==> src/hdl/ibad_pkg.sv <==
package ibad_pkg;

  localparam int unsigned PixW       = 8;
  localparam int unsigned WidthW     = 11;
  localparam int unsigned HeightW    = 13;
  localparam int unsigned ScaleW     = 5;
  localparam int unsigned CfgIdxW    = 2;
  localparam int unsigned CfgDataW   = 13;

  localparam int unsigned MaxWidth   = 1024;
  localparam int unsigned MaxHeight  = 4096;
  localparam int unsigned MaxScale   = 16;
  localparam int unsigned MaxOutCols = 64;

  localparam int unsigned ColW       = 10;  // col_position
  localparam int unsigned RowW       = 12;  // row_position
  localparam int unsigned SubW       = 4;   // sub_col / sub_row
  localparam int unsigned RunW       = 12;  // horizontal run sum
  localparam int unsigned SumW       = 16;  // block column sum
  localparam int unsigned ColIdxW    = $clog2(MaxOutCols);
  localparam int unsigned OutColW    = $clog2(MaxOutCols + 1);

  // Quotient by reciprocal: q = (x * ceil(2^K / d)) >> K, exact over the used ranges
  localparam int unsigned RecipK     = 17;
  localparam int unsigned RecipW     = 18;
  localparam int unsigned AvgK       = 24;
  localparam int unsigned AvgRecipW  = 25;

  // Register indexes
  localparam logic [CfgIdxW-1:0] RegWidth  = 2'd0;
  localparam logic [CfgIdxW-1:0] RegHeight = 2'd1;
  localparam logic [CfgIdxW-1:0] RegScale  = 2'd2;

  localparam logic [WidthW-1:0]  WidthReset  = 11'd1024;
  localparam logic [HeightW-1:0] HeightReset = 13'd1024;
  localparam logic [ScaleW-1:0]  ScaleReset  = 5'd2;

  typedef struct packed {
    logic [WidthW-1:0]  width;
    logic [HeightW-1:0] height;
    logic [ScaleW-1:0]  scale;
  } cfg_t;

  typedef struct packed {
    logic            vld;
    logic [PixW-1:0] pix;
    logic            last;
  } res_t;

  function automatic logic [ScaleW-1:0] clamp_scale(input logic [ScaleW-1:0] v);
    logic [ScaleW-1:0] r;
    if (v == '0) r = ScaleW'(1);
    else if (v > ScaleW'(MaxScale)) r = ScaleW'(MaxScale);
    else r = v;
    return r;
  endfunction

  function automatic logic [WidthW-1:0] clamp_width(input logic [WidthW-1:0] v);
    logic [WidthW-1:0] r;
    if (v == '0) r = WidthW'(1);
    else if (v > WidthW'(MaxWidth)) r = WidthW'(MaxWidth);
    else r = v;
    return r;
  endfunction

  function automatic logic [HeightW-1:0] clamp_height(input logic [HeightW-1:0] v);
    logic [HeightW-1:0] r;
    if (v == '0) r = HeightW'(1);
    else if (v > HeightW'(MaxHeight)) r = HeightW'(MaxHeight);
    else r = v;
    return r;
  endfunction

  // ceil(2^17 / s) for s = 1..16
  function automatic logic [RecipW-1:0] recip_scale(input logic [ScaleW-1:0] s);
    logic [RecipW-1:0] r;
    case (s)
      5'd1:    r = 18'd131072;
      5'd2:    r = 18'd65536;
      5'd3:    r = 18'd43691;
      5'd4:    r = 18'd32768;
      5'd5:    r = 18'd26215;
      5'd6:    r = 18'd21846;
      5'd7:    r = 18'd18725;
      5'd8:    r = 18'd16384;
      5'd9:    r = 18'd14564;
      5'd10:   r = 18'd13108;
      5'd11:   r = 18'd11916;
      5'd12:   r = 18'd10923;
      5'd13:   r = 18'd10083;
      5'd14:   r = 18'd9363;
      5'd15:   r = 18'd8739;
      default: r = 18'd8192;
    endcase
    return r;
  endfunction

  // ceil(2^24 / s^2) for s = 1..16
  function automatic logic [AvgRecipW-1:0] recip_area(input logic [ScaleW-1:0] s);
    logic [AvgRecipW-1:0] r;
    case (s)
      5'd1:    r = 25'd16777216;
      5'd2:    r = 25'd4194304;
      5'd3:    r = 25'd1864136;
      5'd4:    r = 25'd1048576;
      5'd5:    r = 25'd671089;
      5'd6:    r = 25'd466034;
      5'd7:    r = 25'd342393;
      5'd8:    r = 25'd262144;
      5'd9:    r = 25'd207127;
      5'd10:   r = 25'd167773;
      5'd11:   r = 25'd138655;
      5'd12:   r = 25'd116509;
      5'd13:   r = 25'd99274;
      5'd14:   r = 25'd85599;
      5'd15:   r = 25'd74566;
      default: r = 25'd65536;
    endcase
    return r;
  endfunction

endpackage

==> src/hdl/ibad_ram.sv <==
module ibad_ram #(
  parameter int unsigned Width = 16,
  parameter int unsigned Depth = 64
) (
  input  logic                     clk_i,
  input  logic                     we_i,
  input  logic [$clog2(Depth)-1:0] addr_i,
  input  logic [Width-1:0]         wdata_i,
  output logic [Width-1:0]         rdata_o
);

  logic [Width-1:0] mem_q [Depth];
  logic [Width-1:0] rdata_q;

  always_ff @(posedge clk_i) begin
    if (we_i) begin
      mem_q[addr_i] <= wdata_i;
    end
    rdata_q <= mem_q[addr_i];
  end

  assign rdata_o = rdata_q;

endmodule

==> src/hdl/ibad_core.sv <==
module ibad_core (
  input  logic                          clk_i,
  input  logic                          rst_ni,
  input  ibad_pkg::cfg_t                cfg_i,
  input  logic                          in_valid_i,
  output logic                          in_ready_o,
  input  logic [ibad_pkg::PixW-1:0]     in_pixel_i,
  output ibad_pkg::res_t                res_o,
  input  logic                          res_ready_i,
  output logic                          mem_we_o,
  output logic [ibad_pkg::ColIdxW-1:0]  mem_addr_o,
  output logic [ibad_pkg::SumW-1:0]     mem_wdata_o,
  input  logic [ibad_pkg::SumW-1:0]     mem_rdata_i
);

  typedef enum logic [1:0] {
    ST_IDLE,
    ST_DIV,
    ST_SUM,
    ST_OUT
  } state_e;

  localparam int unsigned PColW = ibad_pkg::ColW + ibad_pkg::RecipW;
  localparam int unsigned PRowW = ibad_pkg::RowW + ibad_pkg::RecipW;
  localparam int unsigned PWidW = ibad_pkg::WidthW + ibad_pkg::RecipW;
  localparam int unsigned PHgtW = ibad_pkg::HeightW + ibad_pkg::RecipW;
  localparam int unsigned PAvgW = ibad_pkg::SumW + ibad_pkg::AvgRecipW;
  localparam int unsigned K     = ibad_pkg::RecipK;

  state_e state_q, state_d;

  logic [ibad_pkg::ColW-1:0]    col_q, col_d;
  logic [ibad_pkg::RowW-1:0]    row_q, row_d;
  logic [ibad_pkg::SubW-1:0]    sub_col_q, sub_col_d;
  logic [ibad_pkg::SubW-1:0]    sub_row_q, sub_row_d;
  logic [ibad_pkg::RunW-1:0]    run_q, run_d;

  // Per-item working registers
  logic [ibad_pkg::PixW-1:0]    pix_q;
  logic [ibad_pkg::ScaleW-1:0]  s_q;
  logic [ibad_pkg::WidthW-1:0]  w_q;
  logic [ibad_pkg::HeightW-1:0] h_q;
  logic [PColW-1:0]             p_col_q;
  logic [PRowW-1:0]             p_row_q;
  logic [PWidW-1:0]             p_wid_q;
  logic [PHgtW-1:0]             p_hgt_q;
  logic [ibad_pkg::ColIdxW-1:0] bcol_q;
  logic                         last_q;
  logic                         row_first_q;
  logic                         row_done_q;
  logic [ibad_pkg::RunW-1:0]    rs_q;
  logic [PAvgW-1:0]             p_avg_q;

  logic [ibad_pkg::ScaleW-1:0]  s_in;
  logic [ibad_pkg::RecipW-1:0]  rcp_in;
  logic [ibad_pkg::ColW-1:0]    bcol;
  logic [ibad_pkg::RowW-1:0]    brow;
  logic [ibad_pkg::WidthW-1:0]  ocols_raw;
  logic [ibad_pkg::OutColW-1:0] ocols;
  logic [ibad_pkg::HeightW-1:0] orows;
  logic                         in_blk;
  logic                         col_done;
  logic                         blk_last;
  logic [ibad_pkg::RunW-1:0]    rs;
  logic [ibad_pkg::SumW-1:0]    total;
  logic                         accept;

  assign in_ready_o = (state_q == ST_IDLE);
  assign accept     = in_valid_i && in_ready_o;

  assign s_in   = ibad_pkg::clamp_scale(cfg_i.scale);
  assign rcp_in = ibad_pkg::recip_scale(s_in);

  // Block coordinates and reduced frame size from the registered products
  assign bcol      = p_col_q[K +: ibad_pkg::ColW];
  assign brow      = p_row_q[K +: ibad_pkg::RowW];
  assign ocols_raw = p_wid_q[K +: ibad_pkg::WidthW];
  assign orows     = p_hgt_q[K +: ibad_pkg::HeightW];
  assign ocols     = (ocols_raw > ibad_pkg::WidthW'(ibad_pkg::MaxOutCols))
                   ? ibad_pkg::OutColW'(ibad_pkg::MaxOutCols)
                   : ocols_raw[ibad_pkg::OutColW-1:0];

  assign in_blk   = ({1'b0, bcol} < ibad_pkg::WidthW'(ocols))
                 && ({1'b0, brow} < orows);
  assign col_done = ({1'b0, sub_col_q} + 5'd1) >= s_q;
  assign blk_last = (({1'b0, bcol} + 11'd1) == ibad_pkg::WidthW'(ocols))
                 && (({1'b0, brow} + 13'd1) == orows);
  assign rs       = ((sub_col_q == '0) ? '0 : run_q) + ibad_pkg::RunW'(pix_q);
  assign total    = (row_first_q ? '0 : mem_rdata_i) + ibad_pkg::SumW'(rs_q);

  assign mem_addr_o  = (state_q == ST_SUM) ? bcol_q : bcol[ibad_pkg::ColIdxW-1:0];
  assign mem_we_o    = (state_q == ST_SUM) && !row_done_q;
  assign mem_wdata_o = total;

  assign res_o.vld  = (state_q == ST_OUT);
  assign res_o.pix  = p_avg_q[ibad_pkg::AvgK +: ibad_pkg::PixW];
  assign res_o.last = last_q;

  // Counter advance, evaluated in ST_DIV with the latched frame size
  always_comb begin
    col_d     = col_q;
    row_d     = row_q;
    sub_col_d = sub_col_q;
    sub_row_d = sub_row_q;
    run_d     = run_q;
    state_d   = state_q;
    case (state_q)
      ST_IDLE: begin
        if (accept) state_d = ST_DIV;
      end
      ST_DIV: begin
        if (in_blk) run_d = rs;
        if (({1'b0, col_q} + 11'd1) >= w_q) begin
          col_d     = '0;
          sub_col_d = '0;
          if (({1'b0, row_q} + 13'd1) >= h_q) begin
            row_d     = '0;
            sub_row_d = '0;
          end else begin
            row_d     = row_q + 12'd1;
            sub_row_d = ((({1'b0, sub_row_q} + 5'd1) >= s_q)) ? '0 : sub_row_q + 4'd1;
          end
        end else begin
          col_d     = col_q + 10'd1;
          sub_col_d = col_done ? '0 : sub_col_q + 4'd1;
        end
        state_d = (in_blk && col_done) ? ST_SUM : ST_IDLE;
      end
      ST_SUM: begin
        state_d = row_done_q ? ST_OUT : ST_IDLE;
      end
      ST_OUT: begin
        if (res_ready_i) state_d = ST_IDLE;
      end
      default: state_d = ST_IDLE;
    endcase
  end

  always_ff @(posedge clk_i or negedge rst_ni) begin
    if (!rst_ni) begin
      state_q   <= ST_IDLE;
      col_q     <= '0;
      row_q     <= '0;
      sub_col_q <= '0;
      sub_row_q <= '0;
      run_q     <= '0;
    end else begin
      state_q   <= state_d;
      col_q     <= col_d;
      row_q     <= row_d;
      sub_col_q <= sub_col_d;
      sub_row_q <= sub_row_d;
      run_q     <= run_d;
    end
  end

  always_ff @(posedge clk_i) begin
    if (accept) begin
      pix_q   <= in_pixel_i;
      s_q     <= s_in;
      w_q     <= ibad_pkg::clamp_width(cfg_i.width);
      h_q     <= ibad_pkg::clamp_height(cfg_i.height);
      p_col_q <= PColW'(col_q) * PColW'(rcp_in);
      p_row_q <= PRowW'(row_q) * PRowW'(rcp_in);
      p_wid_q <= PWidW'(ibad_pkg::clamp_width(cfg_i.width)) * PWidW'(rcp_in);
      p_hgt_q <= PHgtW'(ibad_pkg::clamp_height(cfg_i.height)) * PHgtW'(rcp_in);
    end
    if (state_q == ST_DIV) begin
      bcol_q      <= bcol[ibad_pkg::ColIdxW-1:0];
      last_q      <= blk_last;
      row_first_q <= (sub_row_q == '0);
      row_done_q  <= ({1'b0, sub_row_q} + 5'd1) >= s_q;
      rs_q        <= rs;
    end
    if (state_q == ST_SUM) begin
      p_avg_q <= PAvgW'(total) * PAvgW'(ibad_pkg::recip_area(s_q));
    end
  end

endmodule

==> src/hdl/image_box_average_downscale_unit.sv <==
// Box-average downscaler: pixels enter in raster order on the s_axis side, one
// 8-bit word each, and every whole scale-by-scale block leaves as one 8-bit word
// on the m_axis side holding the truncated block average; tlast marks the last
// block of the reduced frame. Columns and rows that do not fill a whole block
// are dropped, as are block columns beyond 64. Program image_width,
// image_height and scale_factor (register indexes 0, 1, 2) between pixels; a
// value of zero counts as one, and values above 1024, 4096 and 16 saturate
// after the data is cut to 11, 13 and 5 bits. Each pixel goes through ST_IDLE,
// which multiplies its position by the reciprocal of the scale as it is taken,
// and ST_DIV, which locates its block and reads the column-sum line store. A
// pixel that closes its row of a block then enters ST_SUM for the
// read-modify-write of the line store; when it also closes a block, ST_SUM
// forms the average by a reciprocal multiply instead, and ST_OUT hands the
// average to the output register, holding until the register frees up. The
// output register lets the next pixel in while a finished average waits on m_axis_tready.
module image_box_average_downscale_unit (
  input  logic                            clk_i,
  input  logic                            rst_ni,
  // configuration write channel
  input  logic                            cfg_valid_i,
  output logic                            cfg_ready_o,
  input  logic [ibad_pkg::CfgIdxW-1:0]    cfg_index_i,
  input  logic [ibad_pkg::CfgDataW-1:0]   cfg_data_i,
  // pixel input
  input  logic                            s_axis_tvalid,
  output logic                            s_axis_tready,
  input  logic [7:0]                      s_axis_tdata,   // [7:0] pixel_in
  // averaged output
  output logic                            m_axis_tvalid,
  input  logic                            m_axis_tready,
  output logic [7:0]                      m_axis_tdata,   // [7:0] pixel_out
  output logic                            m_axis_tlast    // frame_last
);

  ibad_pkg::cfg_t cfg_q;
  ibad_pkg::res_t res;

  logic                           out_valid_q;
  logic [ibad_pkg::PixW-1:0]      out_pix_q;
  logic                           out_last_q;
  logic                           out_free;

  logic                           mem_we;
  logic [ibad_pkg::ColIdxW-1:0]   mem_addr;
  logic [ibad_pkg::SumW-1:0]      mem_wdata;
  logic [ibad_pkg::SumW-1:0]      mem_rdata;

  // Register writes are always taken; unknown indexes are dropped
  assign cfg_ready_o = 1'b1;

  always_ff @(posedge clk_i or negedge rst_ni) begin
    if (!rst_ni) begin
      cfg_q.width  <= ibad_pkg::WidthReset;
      cfg_q.height <= ibad_pkg::HeightReset;
      cfg_q.scale  <= ibad_pkg::ScaleReset;
    end else if (cfg_valid_i) begin
      case (cfg_index_i)
        ibad_pkg::RegWidth:  cfg_q.width  <= cfg_data_i[ibad_pkg::WidthW-1:0];
        ibad_pkg::RegHeight: cfg_q.height <= cfg_data_i[ibad_pkg::HeightW-1:0];
        ibad_pkg::RegScale:  cfg_q.scale  <= cfg_data_i[ibad_pkg::ScaleW-1:0];
        default: ;
      endcase
    end
  end

  // Output register: load when empty or being drained this cycle
  assign out_free = !out_valid_q || m_axis_tready;

  always_ff @(posedge clk_i or negedge rst_ni) begin
    if (!rst_ni) begin
      out_valid_q <= 1'b0;
    end else if (out_free) begin
      out_valid_q <= res.vld;
    end
  end

  always_ff @(posedge clk_i) begin
    if (out_free && res.vld) begin
      out_pix_q  <= res.pix;
      out_last_q <= res.last;
    end
  end

  assign m_axis_tvalid = out_valid_q;
  assign m_axis_tdata  = out_pix_q;
  assign m_axis_tlast  = out_last_q;

  ibad_core u_core (
    .clk_i       (clk_i),
    .rst_ni      (rst_ni),
    .cfg_i       (cfg_q),
    .in_valid_i  (s_axis_tvalid),
    .in_ready_o  (s_axis_tready),
    .in_pixel_i  (s_axis_tdata),
    .res_o       (res),
    .res_ready_i (out_free),
    .mem_we_o    (mem_we),
    .mem_addr_o  (mem_addr),
    .mem_wdata_o (mem_wdata),
    .mem_rdata_i (mem_rdata)
  );

  // Line store of per-block-column partial sums
  ibad_ram #(
    .Width (ibad_pkg::SumW),
    .Depth (ibad_pkg::MaxOutCols)
  ) u_colsum (
    .clk_i   (clk_i),
    .we_i    (mem_we),
    .addr_i  (mem_addr),
    .wdata_i (mem_wdata),
    .rdata_o (mem_rdata)
  );

endmodule
==> config.mk <==
export PLATFORM = sky130hd
export DESIGN_NAME = image_box_average_downscale_unit
export DESIGN_NICKNAME = d
export VERILOG_FILES = /design/src/hdl/ibad_pkg.sv /design/src/hdl/ibad_ram.sv /design/src/hdl/ibad_core.sv /design/src/hdl/image_box_average_downscale_unit.sv
export SDC_FILE = /design/constraint.sdc
export NUM_CORES = 2
export LEC_CHECK = 0
export ABC_AREA = 0
export ABC_CLOCK_PERIOD_IN_PS = 20600
export BUFFER_PORTS_ARGS = -buffer_cell sky130_fd_sc_hd__buf_2
export CAP_MARGIN = 20
export CORE_MARGIN = 4
export CORE_UTILIZATION = 65
export DETAILED_ROUTE_END_ITERATION = 6
export GPL_TIMING_DRIVEN = 0
export PLACE_DENSITY = 0.81
export RECOVER_POWER = 100
export SETUP_SLACK_MARGIN = 0.05
export SYNTH_ARGS = -nofsm -noshare
export SYNTH_HDL_FRONTEND = slang
export SYNTH_HIERARCHICAL = 1
export SYNTH_SLANG_ARGS = --single-unit
==> constraint.sdc <==
create_clock -name clk_i -period 20.6 [get_ports clk_i]
set_input_delay 4.12 -clock clk_i [delete_from_list [all_inputs] [get_ports clk_i]]
set_output_delay 4.12 -clock clk_i [all_outputs]
set_load 0.02 [all_outputs]
---- Word-level counts from Yosys, hierarchy flattened ----
Memories as Yosys holds them, arrays and structs flattened. A register that Yosys moved wholly into a read port is not among the register bits.
Cells that the tools add are included.
storage, ports and cells
  flip-flop bits (word level) ............. 287
  memory bits (writable) .................. 1,024
  memory bits (read-only) ................. 656
  bits of input ports ..................... 28
  logic and storage cells ................. 116
  memories ................................ 3
operators by class
  add/sub/neg operators ................... 12
  multipliers ............................. 5
  $lt $le $gt $ge ......................... 10
  eq/ne operators ......................... 9
  mux-type cells .......................... 29
  reduce and logical (&&, ||, !) cells .... 22
memories
  name              depth  bits a word  rd ports  clocked after memory_dff  write ports  RTL line         source
  u_colsum.mem_q    64     16           1         1                         1            ibad_ram.sv:12   logic [Width-1:0] mem_q [Depth];
  (name not given)  16     23           1         1                         0            ibad_pkg.sv:101  case (s)
  (name not given)  16     18           1         0                         0            ibad_pkg.sv:77   case (s)
operator list
  cell                     number
  $mux W25                 2
  $mux W13                 3
  $mux W11                 3
  $mul A16 B25 Y32         1
  $mul A13 B18 Y30         1
  $mul A12 B18 Y29         1
  $mul A11 B18 Y28         1
  $mul A10 B18 Y27         1
  $add A12 B1 Y13 const B  2
  $mux W12                 2
  $add A10 B1 Y11 const B  2
  $mux W4                  5
  $mux W18                 1
  $add A16 B12 Y16         1
  $mux W16                 1
  $eq A13 B13 Y1           1
  $ge A13 B13 Y1           1
  $gt A13 B13 Y1 const B   1
  $logic_not A13 Y1        1
  $lt A12 B13 Y1           1
  $add A12 B1 Y12 const B  1
  $add A12 B8 Y12          1
  $reduce_and A2 Y1        6
  $eq A11 B7 Y1            1
  27 further kinds         46

---- Depth between registers and ports, before layout ----
  depth after elaboration ................. 7
  gate-level depth with buffers ........... 37
  gate-level depth less buffers ........... 35

---- Modules after synthesis ----
Netlist, hierarchy kept.
by module, submodules not included
  module                            times used  cells each  area an instance (sq um)  sequential area each (sq um)
  ibad_core                         1           5,060       44,152.3                  4,924.7
  ibad_ram                          1           2,264       39,480.4                  31,069.8
  image_box_average_downscale_unit  1           78          1,487.7                   1,024.7

---- Worst setup path before layout ----
OpenSTA, ideal clock, no wires.
  kind .................................... register to register
  from .................................... register u_core.row_first_q
  to ...................................... register u_core.p_avg_q[31], data pin
  setup time .............................. 260 ps
  arrival time ............................ 9,248 ps
  data required time ...................... 20,340 ps
  slack ................................... 11,092 ps
  stages on the path, launching flop included .. 36
  path buffers ............................ 3
  cell sequence ........................... edfxtp_1 > clkbuf_1 > clkbuf_1 > nor2b_1 > ha_1 > and3_1 > a221o_1 > o221ai_1 > nor2b_1 > o21a_1 > nor2_1 > xor2_1 > inv_2 > clkbuf_1 > nand2_1 > fa_1 > inv_1 > fa_1 > fa_1 > fa_1 > fa_1 > inv_1 > fa_1 > inv_1 > ha_1 > a211oi_1 > nor2_1 > a2111oi_0 > nor2_1 > o32ai_2 > o21ba_2 > a21oi_1 > a31oi_1 > xnor2_1 > xnor2_1 > xnor2_1
on the way
  cells in the longest elaborated chain, start to end .. 3
ends and longest elaborated chain
  item                    RTL line                                source
  from (decl)             ibad_core.sv:49                         logic row_first_q;
  from (signal assigned)  ibad_core.sv:171                        row_first_q <= (sub_row_q == '0);
  $mux W16                ibad_core.sv:89                         assign total = (row_first_q ? '0 : mem_rdata_i) + ibad_pkg::SumW'(rs_q);
  $add A16 B12 Y16        ibad_core.sv:89
  net mem_wdata, one bit  image_box_average_downscale_unit.sv:45  logic [ibad_pkg::SumW-1:0] mem_wdata;
  $mul A16 B25 Y32        ibad_core.sv:176                        p_avg_q <= PAvgW'(total) * PAvgW'(ibad_pkg::recip_area(s_q));
  to (signal assigned)    ibad_core.sv:176
  to (decl)               ibad_core.sv:52                         logic [PAvgW-1:0] p_avg_q;
The timed path passes the listed nets, and every way through them passes these cells.
A chain may end at the register's enable or synchronous reset.

---- Final worst setup path ----
Ends and elaborated chain as after synthesis.

==> qor_table.md <==
| Quantity | This run |
|---|---|
| First-iteration detailed-routing DRC count | 8139 |
| Final Setup Violations | 0 |
| Met3 routed wirelength | 35300 µm |
| Count of hold buffers inserted by post-cts repair | 0 |
| Clock tree from TritonCTS | done |
| Die width | 370 µm |
| Clk buf depth | 3 |
| Global-route wire length before repair | 386000 µm |
| Total count of hold-check failures in the final report | 0 |
| PD cells | 115 nW/µm² |
| Routability congestion estimate | 1.03 |
| Via count of the first global-routing pass | 62978 |
| Hold/Removal Path Class | flop to flop |
| Overall die height | 370 µm |
| GRT Residual Overflow | 0 |
| Proportion of synthesized flip-flops having asynchronous set or reset | 5.88% |
| Length of the first detailed-routing pass in iterations | 7 |
| Area leader, netlist | edfxtp_1 |
| Synth Instances | 7402 |
| Capture point of the worst reg-to-reg path | u_core/p_avg_q[31]$_DFFE_PN_ |
| Minimum setup slack in the final design | 6.90 ns |
| Cts bufs inserted | 130 |
| Root buffer cell | clkbuf_16 |
| Most repeated library cell on the critical path | fa_1 |
| Clk pin slew, worst setup/hold paths | 0.07 ns |
| Largest cells by area after synthesis | edfxtp_1, fa_1, ha_1 |
| Critical path start-end classification | flop to flop |
| Initial antenna violation count | 20 |
| Post-cts resize count | 0 |
| Mapped Area | 85100 µm² |
| DRC viols | 4 |
| Peak supply drop | 0.000124 V |
| Endpoint, Worst Hold | m_axis_tdata[1]$_DFFE_PP_ |
| Uppermost signal routing layer after detailed routing | met5 |
| Post-Syn Nets | 8722 |
| Endpoint kind of the worst setup timing path | flop |
| Global router's overall resource usage | 38.4% |
| Depth of the worst register-to-register path | 36 |
| RSZ-0062 raised after global routing | no |
| Clock Latency Late Sink | 0.79 ns |
| Area of the placeable core | 130000 µm² |
| Largest net degree at the start of global routing | 74 |
| Number of rows in the core area | 132 |
| Number of H-tree levels | 4 |
| Tightest Pin Transition | 3.98 ns |
| Violated checks | design-rule violations, max-capacitance violations, max-slew violations |
| Maximum clock rate | 0.0730 GHz |
| Max Slew Vio Count | 1471 |
| Number of nets at the end of the flow | 8968 |
| Proportion of netlist area held by the largest area contributor | 40.4% |
| CP Data Required Time | 21.13 ns |
| IO Port Bufs | 38 |
| I/O pins | 40 |
| Top fanout value on the critical path | 70 |
| Final critical-path required period | 13.70 ns |
| Cell count of the worst hold path | 0 |
| Mean area per synthesized cell | 11.5 µm² |
| Final cycle utilization of the critical path | 66.5% |
| Startpoint type of the worst setup path | flop |
| Max-cap violations | 36 |
| Number of synthesized register bits | 1258 |
| Post-Route WL | 259000 µm |
| Register-to-register setup slack | 6.90 ns |
| Remaining max-slew budget at the tightest pin | -166% |
| Post-CTS repair timing setup buffer count | 0 |
| Total leakage power | 0.0376 µW |
| Run status | complete, but fails checks |
| Proportion of synthesized chip area in sequential cells | 43.5% |
| Total Negative Setup Slacks | 0 ns |
| Number of distinct standard cells referenced by the synthesized netlist | 94 |
| Detailed-route wire length per cell | 27.3 µm |
| R2r startpoint | u_core/row_first_q$_DFFE_PP_ |
| Number of synthesis warnings | 6 |
| Cell types with the highest counts after synthesis | edfxtp_1, inv_1, nand2_1 |
| Most repeated cell in the gate-level netlist after synthesis | edfxtp_1 |
| Number of flops mapped to enable cells by yosys | 1145 |
| Delay of the slowest cell on the worst path | 2.62 ns |
| Total routed wire length on the met1 layer | 88600 µm |
| Die area | 137000 µm² |
| Most used flip-flop cell after synthesis | edfxtp_1 |
| Number of vias in the routed layout | 60924 |
| CP Data Arrival Time | 14.22 ns |
| Count of nets left with antenna violations after detail routing | 0 |
| Final HPWL DP | 191000 µm |
| Area added between synthesis and finish | 7.96% |
| Met2 wire length | 116000 µm |
| Post-DR vias/cell | 6.41 |
| Share of final-layout standard cells stronger than drive strength 1 | 4.70% |
| Slowest CP cell | clkinvlp_2 |
| Worst hold margin | 0.413 ns |
| Worst Clk Skew | 0.0484 ns |
| Setup Slack @ Placement | 9.45 ns |
| Launch point of the worst hold path | u_core/p_avg_q[25]$_DFFE_PN_ |
| Clock net sink count | 1258 |
| Initial Utilization | 65.6% |
## worst max-delay path by stage
stage               cells after the start                          from                           end
finish                                 36  u_core/row_first_q$_DFFE_PP_  u_core/p_avg_q[31]$_DFFE_PN_
detailed placement                     37  u_core/row_first_q$_DFFE_PP_  u_core/p_avg_q[31]$_DFFE_PN_
global route                           36  u_core/row_first_q$_DFFE_PP_  u_core/p_avg_q[31]$_DFFE_PN_
global placement                       33  u_core/row_first_q$_DFFE_PP_  u_core/p_avg_q[31]$_DFFE_PN_
floorplan                              35  u_core/row_first_q$_DFFE_PP_  u_core/p_avg_q[31]$_DFFE_PN_
CTS                                    37  u_core/row_first_q$_DFFE_PP_  u_core/p_avg_q[31]$_DFFE_PN_
## cell type report
type / count / area [µm²]
multi-input cells: 4639 / 42100
fillers: 9032 / 37900
flip-flops and latches: 1258 / 37000
inverters: 1104 / 4150
clock buffers: 170 / 3500
well taps: 1742 / 2180
plain buffers: 401 / 1690
clock inverters: 60 / 718
repair buffers: 114 / 519
diodes: 10 / 25.0
## critical path, delay by kind of cell, from the launching register on
| family | cells | cell delay [ns] |
|---|---|---|
| xor+xnor | 4 | 0.85 |
| simple gates | 9 | 2.20 |
| compound gates | 9 | 2.83 |
| flops | 1 | 0.37 |
| buf+inv | 6 | 3.51 |
| fa+ha+maj | 8 | 3.68 |
## cell families (layout without fill, tap and decap cells)
logic type	after synthesis	after routing	share of synthesized area (%)
AO/OA/AOI/OAI	974	974	8.12
XOR/XNOR	145	145	1.49
adder cells (fa/ha/maj)	1292	1292	26.6
buffers and inverters	1505	1849	6.91
flip-flops	1258	1258	43.5
multiplexers	223	223	2.84
other	1	11	0.00441
AND/OR/NAND/NOR	2004	2004	10.5
## flip-flops by register name, indices dropped and copies added (netlist names), 10 cells and up, named ones only
signal,cells
u_core/p_hgt_q,13
u_core/p_row_q,12
u_core/run_q,12
u_core/rs_q,12
u_core/h_q,13
u_core/p_col_q,10
u_core/p_wid_q,11
cfg_q,29
u_core/col_q,10
u_core/w_q,11
u_colsum/mem_q,1024
u_colsum/rdata_o,16
u_core/row_q,12
## placed cells by master (no fill, tap or decap), drive strengths merged, types with 77 or more instances in the layout
cell type	count
nor2b	77
buf	124
and2	210
fa	868
nor2	507
a22oi	197
clkbuf	561
a221oi	107
inv	1105
nand2	916
mux2i	158
o21ai	121
edfxtp	1145
ha	424
xnor2	96
a21oi	160
## through the flow
stage	power [µW]	utilization [%]	std cells	instance area [µm²]
floorplan	6440	-	7402	85100
global placement	7980	67.4	9182	87500
detailed placement	8190	68.5	9253	88900
CTS	10500	71.7	9483	93100
global route	11200	70.8	9488	91900
finish	10600	70.8	9498	91900
## power by group
part | internal (µW) | switching [µW] | total, µW
registers | 3370 | 79.3 | 3450
clock network | 1290 | 1020 | 2310
logic | 1490 | 3330 | 4820
total | 6160 | 4420 | 10600
## layer usage
layer	up-vias	global-route usage, %
li1	25296	-
met1	30126	48.4
met2	4421	58.6
met3	1069	12.0
met4	12	23.4
met5	-	0
No activity file was read; power rests on OpenSTA's default activity.
